==> src/rtl/ptlt_pkg.sv <==
package ptlt_pkg;

   localparam logic [1:0] OP_ROUND_START = 2'd0;
   localparam logic [1:0] OP_SAMPLE      = 2'd1;
   localparam logic [1:0] OP_ROUND_END   = 2'd2;
   localparam logic [1:0] OP_IGNORED     = 2'd3;

   localparam int QUEUE_DEPTH = 2;
   localparam logic [7:0] RATIO_MAX = 8'd255;

   typedef struct packed {
      logic [1:0]  operation;
      logic [31:0] thread_id;
      logic [63:0] core_busy_count;
      logic [63:0] core_all_count;
      logic        stats_ok;
      logic [63:0] thread_cycles;
      logic [31:0] stk_bytes;
      logic [31:0] stk_free;
      logic        stack_ok;
   } req_type;

   typedef struct packed {
      logic [1:0] kind;
      logic [7:0] core_load;
      logic [7:0] cpu_share;
      logic [7:0] stk_share;
      logic [7:0] seen_threads;
      logic [7:0] round_counter;
      logic       no_slot;
      logic       over_limit;
   } rsp_type;

   // Classified request handed from the front to the back.
   typedef struct packed {
      logic [1:0]  op;
      logic [31:0] tid;
      logic [63:0] busy;
      logic [63:0] all;
      logic        ok;
      logic [63:0] tcycles;
      logic [31:0] used;
      logic [31:0] size;
   } cmd_type;

   typedef struct packed {
      logic        start;
      logic [31:0] num;
      logic [31:0] den;
   } ratio_req_type;

   typedef struct packed {
      logic       done;
      logic [7:0] q;
   } ratio_rsp_type;

endpackage

==> src/rtl/ptlt_front.sv <==
module ptlt_front (
   input  logic              req_valid,
   output logic              req_ready,
   input  ptlt_pkg::req_type req_data,
   output logic              push_valid,
   input  logic              push_ready,
   output ptlt_pkg::cmd_type push_data
);

   logic [31:0] unused;

   // Accept whenever the queue has room; drop the unused opcode.
   assign req_ready  = push_ready;
   assign push_valid = req_valid && (req_data.operation != ptlt_pkg::OP_IGNORED);

   always_comb begin
      unused = req_data.stack_ok ? req_data.stk_free : 32'd0;
      push_data.op      = req_data.operation;
      push_data.tid     = req_data.thread_id;
      push_data.busy    = req_data.core_busy_count;
      push_data.all     = req_data.core_all_count;
      push_data.ok      = req_data.stats_ok;
      push_data.tcycles = req_data.thread_cycles;
      push_data.size    = req_data.stk_bytes;
      push_data.used    = (unused > req_data.stk_bytes) ? 32'd0
                                                        : req_data.stk_bytes - unused;
   end

endmodule

==> src/rtl/ptlt_queue.sv <==
module ptlt_queue (
   input  logic              clock,
   input  logic              reset,
   input  logic              push_valid,
   output logic              push_ready,
   input  ptlt_pkg::cmd_type push_data,
   output logic              pop_valid,
   input  logic              pop_ready,
   output ptlt_pkg::cmd_type pop_data
);

   localparam int PW = (ptlt_pkg::QUEUE_DEPTH > 1) ? $clog2(ptlt_pkg::QUEUE_DEPTH) : 1;
   localparam int CW = $clog2(ptlt_pkg::QUEUE_DEPTH + 1);

   ptlt_pkg::cmd_type entry_ff [ptlt_pkg::QUEUE_DEPTH];
   logic [PW-1:0] wr_ptr_ff, rd_ptr_ff;
   logic [CW-1:0] count_ff;
   logic do_push, do_pop;

   assign push_ready = (count_ff != CW'(ptlt_pkg::QUEUE_DEPTH));
   assign pop_valid  = (count_ff != '0);
   assign pop_data   = entry_ff[rd_ptr_ff];
   assign do_push    = push_valid && push_ready;
   assign do_pop     = pop_valid && pop_ready;

   always_ff @(posedge clock) begin
      if (do_push) begin
         entry_ff[wr_ptr_ff] <= push_data;
      end
   end

   always_ff @(posedge clock) begin
      if (reset) begin
         wr_ptr_ff <= '0;
         rd_ptr_ff <= '0;
         count_ff  <= '0;
      end else begin
         if (do_push) begin
            wr_ptr_ff <= (wr_ptr_ff == PW'(ptlt_pkg::QUEUE_DEPTH - 1)) ? '0 : wr_ptr_ff + 1'b1;
         end
         if (do_pop) begin
            rd_ptr_ff <= (rd_ptr_ff == PW'(ptlt_pkg::QUEUE_DEPTH - 1)) ? '0 : rd_ptr_ff + 1'b1;
         end
         count_ff <= count_ff + CW'(do_push) - CW'(do_pop);
      end
   end

endmodule

==> src/rtl/ptlt_ratio.sv <==
module ptlt_ratio (
   input  logic                    clock,
   input  logic                    reset,
   input  ptlt_pkg::ratio_req_type ratio_req,
   output ptlt_pkg::ratio_rsp_type ratio_rsp
);

   logic        busy_ff, done_ff;
   logic [3:0]  cnt_ff;
   logic [31:0] rem_ff, den_ff;
   logic [7:0]  low_ff, q_ff;
   logic [39:0] scaled;
   logic [32:0] shifted;
   logic        ge;

   // 255*num as (num << 8) - num.
   assign scaled  = {ratio_req.num, 8'd0} - {8'd0, ratio_req.num};
   assign shifted = {rem_ff, low_ff[7]};
   assign ge      = (shifted >= {1'b0, den_ff});

   assign ratio_rsp.done = done_ff;
   assign ratio_rsp.q    = q_ff;

   always_ff @(posedge clock) begin
      if (reset) begin
         busy_ff <= 1'b0;
         done_ff <= 1'b0;
         cnt_ff  <= '0;
      end else begin
         if (ratio_req.start) begin
            if (ratio_req.den == 32'd0) begin
               q_ff    <= 8'd0;
               done_ff <= 1'b1;
            end else if (ratio_req.num >= ratio_req.den) begin
               q_ff    <= ptlt_pkg::RATIO_MAX;
               done_ff <= 1'b1;
            end else begin
               // Quotient stays below 256, so the high part is below the divisor.
               rem_ff  <= scaled[39:8];
               low_ff  <= scaled[7:0];
               den_ff  <= ratio_req.den;
               q_ff    <= 8'd0;
               cnt_ff  <= '0;
               busy_ff <= 1'b1;
               done_ff <= 1'b0;
            end
         end else if (busy_ff) begin
            rem_ff <= ge ? 32'(shifted - {1'b0, den_ff}) : shifted[31:0];
            low_ff <= {low_ff[6:0], 1'b0};
            q_ff   <= {q_ff[6:0], ge};
            cnt_ff <= cnt_ff + 4'd1;
            if (cnt_ff == 4'd7) begin
               busy_ff <= 1'b0;
               done_ff <= 1'b1;
            end
         end else if (done_ff) begin
            done_ff <= 1'b0;
         end
      end
   end

endmodule

==> src/rtl/ptlt_back.sv <==
module ptlt_back #(
   parameter int MAX_THREADS = 16
) (
   input  logic              clock,
   input  logic              reset,
   input  logic              pop_valid,
   output logic              pop_ready,
   input  ptlt_pkg::cmd_type pop_data,
   output logic              rsp_valid,
   input  logic              rsp_ready,
   output ptlt_pkg::rsp_type rsp_data
);

   localparam int IW = $clog2(MAX_THREADS);
   localparam int CW = $clog2(MAX_THREADS + 1);

   typedef enum logic [3:0] {
      S_IDLE, S_LOAD_WAIT, S_STK_WAIT, S_SCAN_RD, S_SCAN_CMP, S_CPU_WAIT,
      S_SW_RD, S_SW_CHK, S_SW_CMP, S_OUT
   } state_type;

   state_type state_ff;
   ptlt_pkg::cmd_type cmd_ff;
   logic [63:0] prev_busy_ff, prev_all_ff;
   logic [31:0] round_cycles_ff;
   logic        stats_valid_ff;
   logic [7:0]  seen_count_ff, rounds_ff;
   logic        slot_valid_ff [MAX_THREADS];
   logic [CW-1:0] i_ff, j_ff, lim_ff;
   logic        free_ff;
   logic [IW-1:0] free_idx_ff;
   logic        track_ff;
   logic [7:0]  load_ff, cpu_ff, stk_ff;
   logic        nos_ff, over_ff;
   logic        rsp_valid_ff;
   ptlt_pkg::rsp_type rsp_ff;
   ptlt_pkg::ratio_req_type ratio_req_ff;
   ptlt_pkg::ratio_rsp_type ratio_rsp;

   logic [31:0] id_mem   [MAX_THREADS];
   logic [63:0] cyc_mem  [MAX_THREADS];
   logic [31:0] seen_mem [MAX_THREADS];
   logic [31:0] rd_id_ff, rd_seen_ff;
   logic [63:0] rd_cyc_ff;

   logic [IW-1:0] idx, jdx, free_idx_now, slot_waddr;
   logic          free_now, id_we, cyc_we, seen_we, hit, last, out_free;
   logic [31:0]   mark;

   assign idx       = i_ff[IW-1:0];
   assign jdx       = j_ff[IW-1:0];
   assign hit       = slot_valid_ff[idx] && (rd_id_ff == cmd_ff.tid);
   assign last      = (i_ff == CW'(MAX_THREADS - 1));
   assign free_now  = free_ff || !slot_valid_ff[idx];
   assign free_idx_now = free_ff ? free_idx_ff : idx;
   assign out_free  = !rsp_valid_ff || rsp_ready;
   assign pop_ready = (state_ff == S_IDLE);
   assign rsp_valid = rsp_valid_ff;
   assign rsp_data  = rsp_ff;
   assign mark = (stats_valid_ff && pop_data.ok && pop_data.tid != 32'd0) ? pop_data.tid
                                                                          : 32'd0;

   always_comb begin
      id_we      = 1'b0;
      cyc_we     = 1'b0;
      slot_waddr = idx;
      seen_we    = (state_ff == S_IDLE) && pop_valid && (pop_data.op == ptlt_pkg::OP_SAMPLE)
                   && (seen_count_ff < 8'(MAX_THREADS));
      if (state_ff == S_SCAN_CMP) begin
         if (hit) begin
            cyc_we = 1'b1;
         end else if (last && free_now) begin
            id_we      = 1'b1;
            cyc_we     = 1'b1;
            slot_waddr = free_idx_now;
         end
      end
   end

   always_ff @(posedge clock) begin
      if (id_we) begin
         id_mem[slot_waddr] <= cmd_ff.tid;
      end
      if (cyc_we) begin
         cyc_mem[slot_waddr] <= cmd_ff.tcycles;
      end
      if (seen_we) begin
         seen_mem[seen_count_ff[IW-1:0]] <= mark;
      end
      rd_id_ff   <= id_mem[idx];
      rd_cyc_ff  <= cyc_mem[idx];
      rd_seen_ff <= seen_mem[jdx];
   end

   ptlt_ratio u_ratio (
      .clock     (clock),
      .reset     (reset),
      .ratio_req (ratio_req_ff),
      .ratio_rsp (ratio_rsp)
   );

   always_ff @(posedge clock) begin
      if (reset) begin
         state_ff        <= S_IDLE;
         prev_busy_ff    <= '0;
         prev_all_ff     <= '0;
         round_cycles_ff <= '0;
         stats_valid_ff  <= 1'b0;
         seen_count_ff   <= '0;
         rounds_ff       <= '0;
         rsp_valid_ff    <= 1'b0;
         ratio_req_ff    <= '0;
         for (int k = 0; k < MAX_THREADS; k++) begin
            slot_valid_ff[k] <= 1'b0;
         end
      end else begin
         // A start pulse always moves the state to a wait state, so no new
         // start is raised in the cycle that drops it.
         if (ratio_req_ff.start) begin
            ratio_req_ff.start <= 1'b0;
         end
         if (rsp_valid_ff && rsp_ready && (state_ff != S_OUT)) begin
            rsp_valid_ff <= 1'b0;
         end
         case (state_ff)
            S_IDLE: begin
               if (pop_valid) begin
                  cmd_ff  <= pop_data;
                  load_ff <= '0;
                  cpu_ff  <= '0;
                  stk_ff  <= '0;
                  nos_ff  <= 1'b0;
                  over_ff <= 1'b0;
                  case (pop_data.op)
                     ptlt_pkg::OP_ROUND_START: begin
                        seen_count_ff <= '0;
                        if (pop_data.ok) begin
                           ratio_req_ff.start <= 1'b1;
                           ratio_req_ff.num <= pop_data.busy[31:0] - prev_busy_ff[31:0];
                           ratio_req_ff.den <= pop_data.all[31:0] - prev_all_ff[31:0];
                           round_cycles_ff  <= pop_data.all[31:0] - prev_all_ff[31:0];
                           prev_busy_ff     <= pop_data.busy;
                           prev_all_ff      <= pop_data.all;
                           stats_valid_ff   <= 1'b1;
                           state_ff         <= S_LOAD_WAIT;
                        end else begin
                           stats_valid_ff <= 1'b0;
                           state_ff       <= S_OUT;
                        end
                     end
                     ptlt_pkg::OP_SAMPLE: begin
                        if (seen_count_ff != 8'd255) begin
                           seen_count_ff <= seen_count_ff + 8'd1;
                        end
                        if (seen_count_ff >= 8'(MAX_THREADS)) begin
                           over_ff  <= 1'b1;
                           state_ff <= S_OUT;
                        end else begin
                           track_ff <= (mark != 32'd0);
                           ratio_req_ff.start <= 1'b1;
                           ratio_req_ff.num   <= pop_data.used;
                           ratio_req_ff.den   <= pop_data.size;
                           state_ff           <= S_STK_WAIT;
                        end
                     end
                     default: begin
                        lim_ff   <= (seen_count_ff >= 8'(MAX_THREADS)) ? CW'(MAX_THREADS)
                                                                        : CW'(seen_count_ff);
                        i_ff     <= '0;
                        state_ff <= S_SW_RD;
                     end
                  endcase
               end
            end
            S_LOAD_WAIT: begin
               if (ratio_rsp.done) begin
                  load_ff  <= ratio_rsp.q;
                  state_ff <= S_OUT;
               end
            end
            S_STK_WAIT: begin
               if (ratio_rsp.done) begin
                  stk_ff   <= ratio_rsp.q;
                  i_ff     <= '0;
                  free_ff  <= 1'b0;
                  state_ff <= track_ff ? S_SCAN_RD : S_OUT;
               end
            end
            S_SCAN_RD: begin
               state_ff <= S_SCAN_CMP;
            end
            S_SCAN_CMP: begin
               if (hit) begin
                  ratio_req_ff.start <= 1'b1;
                  ratio_req_ff.num   <= cmd_ff.tcycles[31:0] - rd_cyc_ff[31:0];
                  ratio_req_ff.den   <= round_cycles_ff;
                  state_ff           <= S_CPU_WAIT;
               end else if (last) begin
                  if (free_now) begin
                     slot_valid_ff[free_idx_now] <= 1'b1;
                  end else begin
                     nos_ff <= 1'b1;
                  end
                  state_ff <= S_OUT;
               end else begin
                  free_ff     <= free_now;
                  free_idx_ff <= free_idx_now;
                  i_ff        <= i_ff + 1'b1;
                  state_ff    <= S_SCAN_RD;
               end
            end
            S_CPU_WAIT: begin
               if (ratio_rsp.done) begin
                  cpu_ff   <= ratio_rsp.q;
                  state_ff <= S_OUT;
               end
            end
            S_SW_RD: begin
               j_ff <= '0;
               if (i_ff == CW'(MAX_THREADS)) begin
                  rounds_ff <= rounds_ff + 8'd1;
                  state_ff  <= S_OUT;
               end else begin
                  state_ff <= S_SW_CHK;
               end
            end
            S_SW_CHK: begin
               if (!slot_valid_ff[idx]) begin
                  i_ff     <= i_ff + 1'b1;
                  state_ff <= S_SW_RD;
               end else if (j_ff == lim_ff) begin
                  // Not seen this round: free the slot.
                  slot_valid_ff[idx] <= 1'b0;
                  i_ff               <= i_ff + 1'b1;
                  state_ff           <= S_SW_RD;
               end else begin
                  state_ff <= S_SW_CMP;
               end
            end
            S_SW_CMP: begin
               if (rd_seen_ff == rd_id_ff) begin
                  i_ff     <= i_ff + 1'b1;
                  state_ff <= S_SW_RD;
               end else begin
                  j_ff     <= j_ff + 1'b1;
                  state_ff <= S_SW_CHK;
               end
            end
            S_OUT: begin
               if (out_free) begin
                  rsp_valid_ff         <= 1'b1;
                  rsp_ff.kind          <= cmd_ff.op;
                  rsp_ff.core_load     <= load_ff;
                  rsp_ff.cpu_share     <= cpu_ff;
                  rsp_ff.stk_share     <= stk_ff;
                  rsp_ff.seen_threads  <= (cmd_ff.op == ptlt_pkg::OP_ROUND_START) ? 8'd0
                                                                                   : seen_count_ff;
                  rsp_ff.round_counter <= rounds_ff;
                  rsp_ff.no_slot       <= nos_ff;
                  rsp_ff.over_limit    <= over_ff;
                  state_ff             <= S_IDLE;
               end
            end
            default: begin
               state_ff <= S_IDLE;
            end
         endcase
      end
   end

endmodule

==> src/rtl/per_thread_load_tracker.sv <==
// Round start with valid stats runs an 8-step serial ratio for core load; a thread
// sample runs an 8-step serial ratio for stack, a slot-by-slot table scan (read, then
// compare) and, on a hit, 8 more steps for cpu. Round end sweeps the table by a nested
// compare of slots against seen ids through registered memory reads.
// One request in the back at a time; a two-entry queue keeps accepting while it has room.
// Reset is synchronous, active high: clears counters, slot valid bits and the queue.
module per_thread_load_tracker #(
   parameter int MAX_THREADS = 16
) (
   input  logic              clock,
   input  logic              reset,
   input  logic              req_valid,
   output logic              req_ready,
   input  ptlt_pkg::req_type req_data,
   output logic              rsp_valid,
   input  logic              rsp_ready,
   output ptlt_pkg::rsp_type rsp_data
);

   // Classified request, front to queue.
   logic              push_valid, push_ready;
   ptlt_pkg::cmd_type push_data;

   // Queue to back end.
   logic              pop_valid, pop_ready;
   ptlt_pkg::cmd_type pop_data;

   // Front: resolve stack used bytes, drop the unused opcode.
   ptlt_front u_front (
      .req_valid  (req_valid),
      .req_ready  (req_ready),
      .req_data   (req_data),
      .push_valid (push_valid),
      .push_ready (push_ready),
      .push_data  (push_data)
   );

   // Hold requests while the back end works on an earlier one.
   ptlt_queue u_queue (
      .clock      (clock),
      .reset      (reset),
      .push_valid (push_valid),
      .push_ready (push_ready),
      .push_data  (push_data),
      .pop_valid  (pop_valid),
      .pop_ready  (pop_ready),
      .pop_data   (pop_data)
   );

   // Back: table, sweep, ratios and the registered response.
   ptlt_back #(
      .MAX_THREADS (MAX_THREADS)
   ) u_back (
      .clock     (clock),
      .reset     (reset),
      .pop_valid (pop_valid),
      .pop_ready (pop_ready),
      .pop_data  (pop_data),
      .rsp_valid (rsp_valid),
      .rsp_ready (rsp_ready),
      .rsp_data  (rsp_data)
   );

endmodule

==> config.mk <==
export PLATFORM = sky130hd
export DESIGN_NAME = per_thread_load_tracker
export DESIGN_NICKNAME = d
export VERILOG_FILES = /design/src/rtl/ptlt_pkg.sv /design/src/rtl/ptlt_front.sv /design/src/rtl/ptlt_queue.sv /design/src/rtl/ptlt_ratio.sv /design/src/rtl/ptlt_back.sv /design/src/rtl/per_thread_load_tracker.sv
export SDC_FILE = /design/constraint.sdc
export NUM_CORES = 2
export LEC_CHECK = 0
export BUFFER_PORTS_ARGS = -buffer_cell sky130_fd_sc_hd__clkbuf_2
export CAP_MARGIN = 20
export CORE_UTILIZATION = 51
export CTS_CLUSTER_DIAMETER = 100
export DETAILED_ROUTE_END_ITERATION = 16
export GPL_TIMING_DRIVEN = 0
export PLACE_DENSITY = 0.68
export SYNTH_ARGS = -nofsm -noshare
export SYNTH_HDL_FRONTEND = slang
export SYNTH_SLANG_ARGS = --single-unit
==> constraint.sdc <==
create_clock -name clock -period 23.8 [get_ports clock]
set_input_delay 4.76 -clock clock [delete_from_list [all_inputs] [get_ports clock]]
set_output_delay 4.76 -clock clock [all_outputs]
set_load 0.02 [all_outputs]
==> flow_summary.json <==
{
  "hold_viol_final": 0,
  "p_comb_share_pct": 28.0,
  "fmax_mhz": 127,
  "crit_type": "in -> reg",
  "synth_cell_types": 106,
  "final_cell_count_no_fill": 10211,
  "hp-class": "reg -> reg",
  "fin_nets": 7851,
  "grt_pass1_wl_um": 415000,
  "fin_crit_sh_pct": 33.2,
  "tightestPinTransition_ps": 1180,
  "start_util_pct": 51.3,
  "synth_most_common_cell": "edfxtp_1",
  "vias": 62197,
  "crit_required_ps": 24430,
  "ys.flop_type": "edfxtp_1",
  "p_seq_share_pct": 41.9,
  "p_int_mw": 8.56,
  "cp-start-kind": "input pin",
  "reg2reg_depth": 19,
  "setup_violations": 0,
  "netlist_top_cells_area": "edfxtp_1, mux4_2, dfxtp_1, mux2i_1, ha_1",
  "slew_headroom_pct": 21.1,
  "io_buffers": 245,
  "max_stage_delay_ps": 520,
  "die_y_um": 453,
  "die_w_um": 453,
  "synth_commonest_cells": "edfxtp_1, nand2_1, a21oi_1, nor2_1, mux2i_1",
  "crit_fanout": 10,
  "core_area_mm2": 0.202,
  "drive_gt1_share_pct": 17.9,
  "h-tree-depth": 4,
  "fin_tns_setup_ps": 0,
  "die-area_mm2": 0.205,
  "arrival_ps": 8530,
  "place.gp.congestion": 0.958,
  "synthArstFlopShare_pct": 0,
  "synth_edf_count": 2179,
  "route.detailed.drc": 0,
  "cts_tree": "done",
  "clk_latency_ps": 910,
  "path_clk_slew_ps": 60,
  "maxSlewViolCount": 0,
  "grt_pass1_vias": 60468,
  "critPathSlowestCell": "nor3_1",
  "min_delay_path_depth": 0,
  "ctsHoldBuffers": 0,
  "clock_sinks": 2473,
  "area_growth_pct": 14.5,
  "cts_setup_buffers": 0,
  "ir_worst_vdd_mv": 0.0866,
  "clockPowerShare_pct": 30.1,
  "cap_violations": 0,
  "overflow": 0,
  "syn-num-nets": 7250,
  "globalRouteTotalUtil_pct": 28.2,
  "numCtsBuffers": 240,
  "cts_buffer_depth": 3,
  "power.total_mw": 12.8,
  "wl_per_cell_um": 28.6,
  "critPathMostFrequentCell": "nor2_1",
  "drt-total-wl_um": 292000,
  "yosysWarnings": 0,
  "synth_area_per_cell_um2": 15.4,
  "num-fill-cells": 15265,
  "syn_inst": 6713,
  "swShare_pct": 33.1,
  "p_leak_nw": 40.9,
  "cts_resized": 0,
  "viasPerCell": 6.09,
  "synth_area_mm2": 0.104,
  "crit_chain": "clkbuf_2, clkbuf_1, nand2_1, ha_1, nand4_1, nor2_1, nand3_1, nor2b_1, a21oi_1, nor2_1, o211a_1, nor2_1, a21oi_1, o21a_1, buf_1, nor3_1",
  "root_buffer": "clkbuf_16",
  "min_period_ps": 7900,
  "worstSetupEndpointType": "flop",
  "antenna_found_initial": 16,
  "rsz0062_at_grt": "no",
  "firstDrtPassIters": 7,
  "hpwl_um": 210000,
  "yosysTopAreaCellShare_pct": 63.2,
  "dp.cells": 9727,
  "status": "finished, final reports clean",
  "finClkSkew_ps": 60.0,
  "synth_top_area_cell": "edfxtp_1",
  "design.portCount": 342,
  "yosys_register_bits": 2473,
  "powerDensity_mw_per_mm2": 108,
  "fin_util_pct": 58.8,
  "yosysSeqAreaShare_pct": 68.8,
  "grt_max_degree": 63,
  "p_switching_mw": 4.23,
  "ant_nets": 0,
  "rows": 165,
  "drt_iter0_markers": 7649
}
## logic make-up (layout without fill, tap and decap cells)
logic type | after synthesis | after routing | synth area share, %
muxes | 764 | 764 | 11.1
xor gates and xnor gates | 256 | 256 | 2.16
other | 0 | 10 | 0
DFF | 2473 | 2473 | 68.8
AOI/OAI and AO/OA | 1236 | 1236 | 7.68
buffers and inverters | 579 | 1395 | 2.15
and+or+nand+nor | 1164 | 1164 | 5.07
adders and majority gates | 241 | 241 | 2.95
## cell usage in the layout, fill, tap and decap left out, drive strengths merged, types with 21 or more instances in the layout
master  Yosys  layout
o22ai      51      51
nand4      42      42
inv       289     296
clkbuf    195     778
clkinv      2      87
xor2      154     154
a31oi      38      38
nand3      45      45
a21oi     414     414
a211oi     48      48
mux4      293     293
edfxtp   2179    2179
nand2     439     439
mux2      172     172
nor3       43      43
nor2b      36      36
a22oi      93      93
and3       30      30
a221oi     85      85
o21ai     267     267
xnor2     102     102
dfxtp     294     294
o21a       21      21
ha        236     236
o21bai     25      25
mux2i     299     299
nor2      375     375
nor4       43      43
buf        93     205
a21o       71      71
nand2b     37      37
## power by group through the flow
stage | Clock, mW | Combinational (mW) | Sequential (mW)
after detailed placement | 0 | 3.49 | 5.44
after floorplan | 0 | 2.22 | 5.34
after CTS | 3.88 | 3.51 | 5.35
after global placement | 0 | 3.41 | 5.48
final | 3.85 | 3.58 | 5.36
after global routing | 4.04 | 3.78 | 5.38
## per-layer routing
metal / up-vias / GRT usage [%] / part of all wire (%)
met5: - / 0 / 0.015
met3: 556 / 4.72 / 7.9
met1: 31659 / 38.3 / 40
li1: 27149 / - / -
met2: 2825 / 45.6 / 48
met4: 8 / 11.0 / 4.1
## through the flow
stage | setup slack, ps | hold slack [ps] | cell area (um2)
5_1_grt | 15710 | 421 | 119000
2_1_floorplan | 9460 | 400 | 104000
4_1_cts | 15970 | 419 | 118000
6_report | 15900 | 419 | 119000
3_3_place_gp | 1980 | 406 | 108000
3_5_place_dp | 15040 | 405 | 110000
## registers in the layout (all words and copies together), names as in the netlist, 44 cells and up, named ones only
name                 flops
u_back.rsp_data         44
u_back.cmd_ff           66
u_back.cyc_mem         512
u_back.seen_mem        512
u_back.ratio_req_ff     65
u_back.id_mem          512
u_queue.entry_ff       390
## critical path, delay by kind of cell
family / cells / cell delay, ps
buffers and inverters: 3 / 790
adder cells (fa/ha/maj): 1 / 390
AND/OR/NAND/NOR: 8 / 1490
AO/OA/AOI/OAI: 4 / 1080
## layout make-up
cell class	instances	area, um2	area share [%]
flip-flops and latches	2473	71300	60.1
well taps	2672	3340	2.82
clock inverters	121	1320	1.11
diodes	10	25.0	0.0211
repair buffers	359	3220	2.71
plain buffers	288	1140	0.958
multi-input cells	3661	30400	25.7
clock buffers	336	6750	5.69
inverters	291	1090	0.921
## worst paths after layout
check | from | end | slack [ps]
max reg2reg | flop | u_back.ratio_req_ff[62]$_SDFFE_PP0P_ | 16650
min reg2reg | u_back.cpu_ff[5]$_SDFFCE_PN0P_ | u_back.rsp_data[31]$_DFFE_PP_ | 420
min | u_back.cpu_ff[5]$_SDFFCE_PN0P_ | u_back.rsp_data[31]$_DFFE_PP_ | 420
max | req_data[0] | u_queue.entry_ff[1][50]$_DFFE_PP_ | 15900
Note: power is estimated with default switching activity, not from simulation.
